### config.mk
export PLATFORM = sky130hd
export DESIGN_NAME = battery_level_alarm_monitor
export DESIGN_NICKNAME = d
export VERILOG_FILES = /design/src/sv/blam_pkg.sv /design/src/sv/blam_div.sv /design/src/sv/battery_level_alarm_monitor.sv
export VERILOG_INCLUDE_DIRS = /design/src /design/src/sv
export SDC_FILE = /design/constraint.sdc
export NUM_CORES = 1
export LEC_CHECK = 0
export ABC_CLOCK_PERIOD_IN_PS = 14870
export BUFFER_PORTS_ARGS = -buffer_cell sky130_fd_sc_hd__buf_4
export CORE_MARGIN = 3
export CORE_UTILIZATION = 68
export DETAILED_ROUTE_END_ITERATION = 10
export PLACE_DENSITY = 0.88
export SYNTH_ARGS = -nofsm -noshare
export SYNTH_HDL_FRONTEND = slang
export SYNTH_SLANG_ARGS = --single-unit
export TNS_END_PERCENT = 50
### constraint.sdc
create_clock -name clk -period 14.87 [get_ports clk]
set_input_delay 1.487 -clock clk [delete_from_list [all_inputs] [get_ports clk]]
set_output_delay 1.487 -clock clk [all_outputs]
set_load 0.03 [all_outputs]
### src/sv/battery_level_alarm_monitor_assert.svh
// Assertion macros for the battery level alarm monitor.
`ifndef BATTERY_LEVEL_ALARM_MONITOR_ASSERT_SVH
`define BATTERY_LEVEL_ALARM_MONITOR_ASSERT_SVH

// same-cycle implication, checked on clk with reset masked
`define BLAM_ASSERT_IMPL(lbl, ante, cons, msg) \
    lbl: assert property (@(posedge clk) disable iff (!rst_n) (ante) |-> (cons)) \
        else $error(msg);

// next-cycle implication
`define BLAM_ASSERT_NEXT(lbl, ante, cons, msg) \
    lbl: assert property (@(posedge clk) disable iff (!rst_n) (ante) |=> (cons)) \
        else $error(msg);

`endif

### src/sv/blam_pkg.sv
// Package: types, constants and codes of the battery level alarm monitor.
package blam_pkg;

    localparam int ALARM_SLOTS = 4;
    localparam int THR_W       = 7;
    localparam int PCT_W       = 7;
    localparam int MAH_W       = 16;
    localparam int CODE_W      = 3;
    localparam int CFG_W       = THR_W * ALARM_SLOTS;
    localparam int CFG_IDX_W   = 2;

    // tenths = MUL_K * charge / capacity
    localparam int MUL_K   = 1000;
    localparam int K_W     = 10;
    localparam int PROD_W  = MAH_W + K_W;
    localparam int QUO_W   = 10;
    localparam int CNT_W   = $clog2(QUO_W);
    localparam int DEN_W   = MAH_W + QUO_W - 1;

    // (t + 5) / 10 as (x * 205) >> 11, exact for x below 1029
    localparam int RND_ADD = 5;
    localparam int RECIP   = 205;
    localparam int RECIP_W = 8;
    localparam int RECIP_SH = 11;
    localparam int RND_W   = QUO_W + 1;
    localparam int RPROD_W = RND_W + RECIP_W;

    localparam int PCT_FULL = 100;

    // register indexes
    localparam logic [CFG_IDX_W-1:0] CFG_ALARM_ENABLE = 2'd0;
    localparam logic [CFG_IDX_W-1:0] CFG_LOW_THR      = 2'd1;
    localparam logic [CFG_IDX_W-1:0] CFG_HIGH_THR     = 2'd2;

    // health codes
    localparam logic [CODE_W-1:0] HEALTH_GOOD    = 3'd0;
    localparam logic [CODE_W-1:0] HEALTH_HOT     = 3'd3;
    localparam logic [CODE_W-1:0] HEALTH_DISC    = 3'd4;
    localparam logic [CODE_W-1:0] HEALTH_UNKNOWN = 3'd5;
    localparam logic [CODE_W-1:0] HEALTH_ERROR   = 3'd6;

    // charge state codes
    localparam logic [CODE_W-1:0] CST_CHARGING = 3'd1;
    localparam logic [CODE_W-1:0] CST_FULL     = 3'd2;
    localparam logic [CODE_W-1:0] CST_UNKNOWN  = 3'd4;
    localparam logic [CODE_W-1:0] CST_ERROR    = 3'd5;

    typedef enum logic [1:0] {
        KIND_NONE = 2'd0,
        KIND_HIGH = 2'd1,
        KIND_LOW  = 2'd2
    } kind_t;

    typedef struct packed {
        logic              battery_present;
        logic [MAH_W-1:0]  charge_mah;
        logic [MAH_W-1:0]  capacity_mah;
        logic [CODE_W-1:0] health_reading;
        logic [CODE_W-1:0] charge_state_reading;
    } in_word_t;

    typedef struct packed {
        logic [PCT_W-1:0]       percent;
        logic                   is_charging;
        logic [CODE_W-1:0]      health;
        logic [CODE_W-1:0]      charge_state;
        logic                   health_changed;
        logic                   charge_state_changed;
        logic [ALARM_SLOTS-1:0] high_alarm_mask;
        logic [ALARM_SLOTS-1:0] low_alarm_mask;
    } out_word_t;

    typedef struct packed {
        logic              start;
        logic [PROD_W-1:0] dividend;
        logic [MAH_W-1:0]  divisor;
    } div_req_t;

    typedef struct packed {
        logic             done;
        logic [QUO_W-1:0] quotient;
    } div_rsp_t;

endpackage

### src/sv/blam_div.sv
// Restoring serial divider, one quotient bit per cycle (quotient known to fit QUO_W bits).
module blam_div (
    input  logic               clk,
    input  logic               rst_n,
    input  blam_pkg::div_req_t req,
    output blam_pkg::div_rsp_t rsp
);
    import blam_pkg::*;

    logic              busy_reg, busy_next;
    logic              done_reg, done_next;
    logic [CNT_W-1:0]  cnt_reg, cnt_next;
    logic [PROD_W-1:0] rem_reg, rem_next;
    logic [DEN_W-1:0]  den_reg, den_next;
    logic [QUO_W-1:0]  quo_reg, quo_next;
    logic [PROD_W-1:0] den_ext;
    logic              rem_ge;

    assign den_ext = PROD_W'(den_reg);
    assign rem_ge  = (rem_reg >= den_ext);

    always_comb
    begin
        busy_next = busy_reg;
        done_next = 1'b0;
        cnt_next  = cnt_reg;
        rem_next  = rem_reg;
        den_next  = den_reg;
        quo_next  = quo_reg;
        if (req.start)
        begin
            busy_next = 1'b1;
            cnt_next  = CNT_W'(QUO_W - 1);
            rem_next  = req.dividend;
            den_next  = {req.divisor, {(QUO_W-1){1'b0}}};
            quo_next  = '0;
        end
        else if (busy_reg)
        begin
            if (rem_ge)
            begin
                rem_next = rem_reg - den_ext;
            end
            quo_next = {quo_reg[QUO_W-2:0], rem_ge};
            den_next = den_reg >> 1;
            cnt_next = cnt_reg - 1'b1;
            if (cnt_reg == '0)
            begin
                busy_next = 1'b0;
                done_next = 1'b1;
            end
        end
    end

    always_ff @(posedge clk or negedge rst_n)
    begin
        if (!rst_n)
        begin
            busy_reg <= 1'b0;
            done_reg <= 1'b0;
            cnt_reg  <= '0;
        end
        else
        begin
            busy_reg <= busy_next;
            done_reg <= done_next;
            cnt_reg  <= cnt_next;
        end
    end

    always_ff @(posedge clk)
    begin
        rem_reg <= rem_next;
        den_reg <= den_next;
        quo_reg <= quo_next;
    end

    assign rsp.done     = done_reg;
    assign rsp.quotient = quo_reg;

endmodule

### src/sv/battery_level_alarm_monitor.sv
// Top level of the battery level alarm monitor: sequencer, state and result register.
//
// Usage:
//  - Input channel in_valid / in_stall / in_data carries one battery sample word.
//    A word is taken at a clock edge with in_valid high and in_stall low.
//  - Output channel out_valid / out_stall / out_data carries one result word per
//    sample: percent, charging flag, health and charge state codes, change flags
//    and the high / low alarm masks of the four slots.
//  - Config port: cfg_wr_en, cfg_index, cfg_data; write only while idle.
//    Index 0 alarm enables, 1 packed low thresholds, 2 packed high thresholds.
//  - Steps: a sample that needs the division passes through multiply, divider
//    start, divide, round and finish; one absent, over capacity or with capacity
//    zero goes straight to finish. One sample at a time: the next word is taken
//    only back in idle. The 10-step serial divider computes 1000*charge/capacity.
//  - in_stall is high while a sample is being worked on.
//  - A result waits in the output register while out_stall is high; the next
//    sample is still taken, and held at its last step until the register frees.
//  - Reset: nothing in flight, thresholds at 0 / 100, alarms disabled, last
//    health and charge state unknown, every slot's last alarm none.
`include "battery_level_alarm_monitor_assert.svh"

module battery_level_alarm_monitor (
    input  logic                                clk,
    input  logic                                rst_n,
    input  logic                                in_valid,
    output logic                                in_stall,
    input  blam_pkg::in_word_t                  in_data,
    output logic                                out_valid,
    input  logic                                out_stall,
    output blam_pkg::out_word_t                 out_data,
    input  logic                                cfg_wr_en,
    input  logic [blam_pkg::CFG_IDX_W-1:0]      cfg_index,
    input  logic [blam_pkg::CFG_W-1:0]          cfg_data
);
    import blam_pkg::*;

    typedef enum logic [5:0] {
        ST_IDLE  = 6'b000001,
        ST_MUL   = 6'b000010,
        ST_START = 6'b000100,
        ST_DIV   = 6'b001000,
        ST_RND   = 6'b010000,
        ST_FIN   = 6'b100000
    } state_t;

    state_t state_reg, state_next;

    // config
    logic [ALARM_SLOTS-1:0] alarm_enable_reg;
    logic [CFG_W-1:0]       low_thr_reg;
    logic [CFG_W-1:0]       high_thr_reg;

    // kept state
    logic [CODE_W-1:0] last_health_reg, last_cstate_reg;
    kind_t             last_kind_reg [ALARM_SLOTS];
    kind_t             last_kind_next [ALARM_SLOTS];

    // working sample
    logic [MAH_W-1:0]  charge_reg, charge_next;
    logic [MAH_W-1:0]  cap_reg, cap_next;
    logic [CODE_W-1:0] health_reg, health_next;
    logic [CODE_W-1:0] cstate_reg, cstate_next;
    logic [PCT_W-1:0]  pct_reg, pct_next;
    logic [PROD_W-1:0] prod_reg, prod_next;

    // result register
    logic      out_valid_reg, out_valid_next;
    out_word_t out_data_reg, out_data_next;

    div_req_t div_req;
    div_rsp_t div_rsp;

    logic                   in_take;
    logic                   out_free;
    logic                   fin_load;
    logic [RND_W-1:0]       rnd_sum;
    logic [RPROD_W-1:0]     rnd_prod;
    logic [ALARM_SLOTS-1:0] hi_mask, lo_mask;
    logic [ALARM_SLOTS-1:0] en_rise;

    blam_div u_div (
        .clk   (clk),
        .rst_n (rst_n),
        .req   (div_req),
        .rsp   (div_rsp)
    );

    assign div_req.start    = (state_reg == ST_START);
    assign div_req.dividend = prod_reg;
    assign div_req.divisor  = cap_reg;

    assign in_stall = (state_reg != ST_IDLE);
    assign in_take  = in_valid && !in_stall;
    assign out_free = !out_valid_reg || !out_stall;
    assign fin_load = (state_reg == ST_FIN) && out_free;

    // round half up: (tenths + 5) / 10
    assign rnd_sum  = RND_W'(div_rsp.quotient) + RND_W'(RND_ADD);
    assign rnd_prod = RPROD_W'(rnd_sum) * RPROD_W'(RECIP);

    // alarm slots, evaluated on the final percentage
    always_comb
    begin
        logic [THR_W-1:0] hi_thr;
        logic [THR_W-1:0] lo_thr;
        logic             slot_ok;
        hi_mask = '0;
        lo_mask = '0;
        for (int i = 0; i < ALARM_SLOTS; i++)
        begin
            hi_thr  = high_thr_reg[i*THR_W +: THR_W];
            lo_thr  = low_thr_reg[i*THR_W +: THR_W];
            slot_ok = alarm_enable_reg[i] && (hi_thr <= THR_W'(PCT_FULL))
                      && (hi_thr >= lo_thr);
            if (slot_ok)
            begin
                if ((pct_reg > hi_thr) && (last_kind_reg[i] != KIND_HIGH))
                begin
                    hi_mask[i] = 1'b1;
                end
                else if ((pct_reg < lo_thr) && (last_kind_reg[i] != KIND_LOW))
                begin
                    lo_mask[i] = 1'b1;
                end
            end
        end
    end

    assign en_rise = cfg_data[ALARM_SLOTS-1:0] & ~alarm_enable_reg;

    always_comb
    begin
        for (int i = 0; i < ALARM_SLOTS; i++)
        begin
            last_kind_next[i] = last_kind_reg[i];
            if (cfg_wr_en && (cfg_index == CFG_ALARM_ENABLE) && en_rise[i])
            begin
                last_kind_next[i] = KIND_NONE;
            end
            else if (fin_load && hi_mask[i])
            begin
                last_kind_next[i] = KIND_HIGH;
            end
            else if (fin_load && lo_mask[i])
            begin
                last_kind_next[i] = KIND_LOW;
            end
        end
    end

    // sequencer
    always_comb
    begin
        state_next  = state_reg;
        charge_next = charge_reg;
        cap_next    = cap_reg;
        health_next = health_reg;
        cstate_next = cstate_reg;
        pct_next    = pct_reg;
        prod_next   = prod_reg;
        case (state_reg)
            ST_IDLE:
            begin
                if (in_take)
                begin
                    charge_next = in_data.charge_mah;
                    cap_next    = in_data.capacity_mah;
                    pct_next    = '0;
                    state_next  = ST_FIN;
                    if (!in_data.battery_present)
                    begin
                        health_next = HEALTH_DISC;
                        cstate_next = CST_UNKNOWN;
                    end
                    else
                    begin
                        health_next = (in_data.health_reading <= HEALTH_HOT) ?
                                      in_data.health_reading : HEALTH_ERROR;
                        cstate_next = (in_data.charge_state_reading <= CST_UNKNOWN) ?
                                      in_data.charge_state_reading : CST_ERROR;
                        if (in_data.charge_mah > in_data.capacity_mah)
                        begin
                            pct_next = PCT_W'(PCT_FULL);
                        end
                        else if (in_data.capacity_mah != '0)
                        begin
                            state_next = ST_MUL;
                        end
                    end
                end
            end
            ST_MUL:
            begin
                prod_next  = PROD_W'(charge_reg) * PROD_W'(MUL_K);
                state_next = ST_START;
            end
            ST_START:
            begin
                state_next = ST_DIV;
            end
            ST_DIV:
            begin
                if (div_rsp.done)
                begin
                    state_next = ST_RND;
                end
            end
            ST_RND:
            begin
                pct_next   = rnd_prod[RECIP_SH +: PCT_W];
                state_next = ST_FIN;
            end
            ST_FIN:
            begin
                if (out_free)
                begin
                    state_next = ST_IDLE;
                end
            end
            default:
            begin
                state_next = ST_IDLE;
            end
        endcase
    end

    // result register
    always_comb
    begin
        out_valid_next = out_valid_reg;
        out_data_next  = out_data_reg;
        if (fin_load)
        begin
            out_valid_next                     = 1'b1;
            out_data_next.percent              = pct_reg;
            out_data_next.is_charging          = (cstate_reg == CST_CHARGING)
                                                 || (cstate_reg == CST_FULL);
            out_data_next.health               = health_reg;
            out_data_next.charge_state         = cstate_reg;
            out_data_next.health_changed       = (health_reg != last_health_reg);
            out_data_next.charge_state_changed = (cstate_reg != last_cstate_reg);
            out_data_next.high_alarm_mask      = hi_mask;
            out_data_next.low_alarm_mask       = lo_mask;
        end
        else if (out_valid_reg && !out_stall)
        begin
            out_valid_next = 1'b0;
        end
    end

    always_ff @(posedge clk or negedge rst_n)
    begin
        if (!rst_n)
        begin
            state_reg        <= ST_IDLE;
            out_valid_reg    <= 1'b0;
            alarm_enable_reg <= '0;
            low_thr_reg      <= '0;
            high_thr_reg     <= {ALARM_SLOTS{THR_W'(PCT_FULL)}};
            last_health_reg  <= HEALTH_UNKNOWN;
            last_cstate_reg  <= CST_UNKNOWN;
            for (int i = 0; i < ALARM_SLOTS; i++)
            begin
                last_kind_reg[i] <= KIND_NONE;
            end
        end
        else
        begin
            state_reg     <= state_next;
            out_valid_reg <= out_valid_next;
            for (int i = 0; i < ALARM_SLOTS; i++)
            begin
                last_kind_reg[i] <= last_kind_next[i];
            end
            if (fin_load)
            begin
                last_health_reg <= health_reg;
                last_cstate_reg <= cstate_reg;
            end
            if (cfg_wr_en)
            begin
                case (cfg_index)
                    CFG_ALARM_ENABLE: alarm_enable_reg <= cfg_data[ALARM_SLOTS-1:0];
                    CFG_LOW_THR:      low_thr_reg      <= cfg_data;
                    CFG_HIGH_THR:     high_thr_reg     <= cfg_data;
                    default:          ;
                endcase
            end
        end
    end

    always_ff @(posedge clk)
    begin
        charge_reg   <= charge_next;
        cap_reg      <= cap_next;
        health_reg   <= health_next;
        cstate_reg   <= cstate_next;
        pct_reg      <= pct_next;
        prod_reg     <= prod_next;
        out_data_reg <= out_data_next;
    end

    assign out_valid = out_valid_reg;
    assign out_data  = out_data_reg;

    // checks
    `BLAM_ASSERT_NEXT(a_take_leaves_idle, in_take, state_reg != ST_IDLE,
        "accepted word did not start the sequencer")
    `BLAM_ASSERT_IMPL(a_div_done_in_div, div_rsp.done, state_reg == ST_DIV,
        "divider finished outside the divide step")
    `BLAM_ASSERT_IMPL(a_pct_range, out_valid_reg, out_data_reg.percent <= PCT_W'(PCT_FULL),
        "percentage above full scale")
    `BLAM_ASSERT_IMPL(a_masks_disjoint, out_valid_reg,
        (out_data_reg.high_alarm_mask & out_data_reg.low_alarm_mask) == '0,
        "slot fired high and low on one word")

endmodule
==> qor.yml <==
status: "finished clean"
cts_resized: 0
grt_pass1_vias: 13900
worstSkewPairLatency_ns: 0.54
arrival_ns: 5.61
synth_cell_types: 78
avgSynthCellArea_um2: 10.4
ys_ff_latch: 240
area_delta_synth_final_pct: 10.5
dieArea_mm2: 0.0277
finalNetCount: 2150
leakagePower_nw: 9.00
path_class: "flop to flop"
fmax_ghz: 0.187
synth-async-reset-ratio_pct: 36.3
clock_tree.root_cell: "clkbuf_16"
start_util_pct: 69.4
routed_via_density: 6.24
synth-edff-count: 134
seqCellArea_mm2: 0.00660
required_ns: 15.13
drcViolationCount: 0
fillCellCount: 1539
holdBufCountCts: 0
worst_slew_pin_slew_ns: 1.15
max_slew_margin_pct: 23.0
ys.flop_type: "edfxtp_1"
cts_buffers: 25
post-route-period-util_pct: 36.0
syn-num-nets: 2057
synth.cell_area_mm2: 0.0175
period_minus_slack_ns: 5.35
synthTopCellsByCount: "inv_1 (239), ha_1 (223), edfxtp_1 (134)"
synth.top_cells.by_area: "edfxtp_1 (23%), ha_1 (16%), dfrtp_1 (10%)"
dp_hpwl_um: 31500
hold_violations: 0
antenna_found_initial: 0
cp_cell_sequence: "a21oi_1, nor2_1, xnor2_1, xnor2_1, fa_1, inv_1, fa_1, fa_1, ha_1, a2111oi_0, o31ai_1, a31o_2, a21oi_1, xor2_1, nor2_1"
fin_skew_ns: 0.0153
core_mm2: 0.0253
drtIter0Drc: 1428
setup.worst_path.end_class: "flop"
grt_usage_pct: 30.2
hold_class: "flop to flop"
path_clk_slew_ns: 0.06
htree_levels: 1
yosys.area.top_type: "edfxtp_1"
cpMaxStageDelayCell: "a2111oi_0"
ios: 100
wl_per_cell_um: 19.8
drv_cap: 0
ys_seq_area_share_pct: 37.7
wl_um: 42200
portBuffers: 99
irDropWorstVdd_v: 0.000265
ant_nets: 0
drive_gt1_share_pct: 12.9
synthCells: 1689
cts_tree: "built"
tns_ns: 0
cts_buffer_depth: 3
rsz0062_at_grt: "false"
antenna_cells: 0
first_pass_iters: 7
multi_input_area_mm2: 0.00986
crit_top_cell: "fa_1"
powerDensity_mw_per_mm2: 240
worstRegToRegCells: 15
die_y_um: 167
yosysWarnings: 0
grt_pass1_wl_um: 69300
finalSetupViolCount: 0
postCtsSetupBuffers: 0
min_path_cells: 2
gp_congestion: 0.943
startpoint_type: "flop"
rows: 58
vias: 13300
slew_viol_final: 0
grt_overflow: 0
die_width_um: 167
stdcell_area_mm2: 0.0194
placed_area_mm2: 0.0186
cp_max_fo: 7
grt_max_degree: 79
clock-sinks: 240
critical_path.max_stage_delay_ns: 0.62
synth_top_cell_area_share_pct: 23.0
yosysMostFrequentCell: "inv_1"
==> stage by stage <==
stage | power, mW | setup WS (ns) | util, % | instances | hold slack (ns)
floorplan | 3.29 | 10.20 | - | 1689 | 0.446
global placement | 3.75 | 9.83 | 73.6 | 2085 | 0.453
detailed placement | 3.96 | 9.51 | 73.6 | 2085 | 0.467
CTS | 4.59 | 9.50 | 76.7 | 2131 | 0.480
global route | 5.02 | 9.07 | 76.7 | 2131 | 0.490
finish | 4.64 | 9.52 | 76.7 | 2131 | 0.480
==> cell usage in the layout (no fill, tap or decap), types with 10 or more instances in the layout <==
cell type	synthesis	final
edfxtp_1	134	134
o21a_1	18	18
nor2_1	82	80
ha_1	223	223
dfstp_2	16	16
a21o_1	32	32
xnor2_1	45	45
fa_1	71	71
nand2b_1	19	19
nand2_1	121	121
nor3b_1	10	10
clkbuf_16	0	26
nand3_1	54	54
nor3_1	27	27
nor2b_1	20	20
o21ai_0	47	47
buf_4	0	108
nor4_1	11	11
nand3b_1	11	11
inv_1	239	239
a21oi_1	82	82
mux2i_1	22	22
dfrtp_1	71	71
mux2_2	61	61
o211ai_1	11	11
nand4_1	22	22
xor2_1	23	23
clkbuf_1	22	10
dfxtp_1	19	19
==> final timing paths <==
| check | start | endpoint | slack, ns |
|---|---|---|---|
| worst max-delay path | u_div.quo_reg[0] | pct_reg[0] | 9.52 |
| worst min-delay path | last_health_reg[0] | last_health_reg[0] | 0.48 |
| worst max register to register | u_div.quo_reg[0] | pct_reg[0] | 9.52 |
| worst min register to register | last_health_reg[0] | last_health_reg[0] | 0.48 |
| max in group asynchronous | rst_n | low_thr_reg[19] | 12.89 |
| min in group asynchronous | rst_n | low_thr_reg[8] | 0.79 |
==> worst max-delay path: cells and delay by family, from the launching register on <==
family                   cells  cell delay, ns
AO/OA/AOI/OAI                5            1.68
XOR/XNOR                     3            0.99
adder cells (fa/ha/maj)      4            1.80
buffers and inverters        1            0.06
flip-flops                   1            0.38
AND/OR/NAND/NOR              2            0.18
==> area by class of cell <==
| cell class | count | share of cell area [%] |
|---|---|---|
| clock inverters | 6 | 0.245 |
| clock buffers | 40 | 3.84 |
| flip-flops and latches | 240 | 34.1 |
| repair buffers | 108 | 4.18 |
| multi-input cells | 1167 | 50.9 |
| inverters | 240 | 4.66 |
| well taps | 330 | 2.13 |
==> routing by layer <==
metal  track usage [%]  routed length [µm]  vias up
met5                 0                   0        -
met4              10.8                1540        0
met3              3.80                2700      131
met2              52.1               20700      555
met1              39.6               17300     6468
li1                  -                   -     6140
==> cell families after synthesis <==
family / synth area share [%]
DFF: 37.7
xor gates and xnor gates: 3.49
buffers and inverters: 6.17
AOI/OAI and AO/OA: 11.6
and+or+nand+nor: 11.9
muxes: 5.17
adders and majority gates: 24.0
==> power breakdown <==
part | internal [mW] | switching, mW | leakage (nW)
Combinational | 1.25 | 1.68 | 6.18
Clock | 0.345 | 0.266 | 0.389
Sequential | 0.988 | 0.115 | 2.42
Total | 2.59 | 2.06 | 9.00
Power figures use the tool's default switching activity.
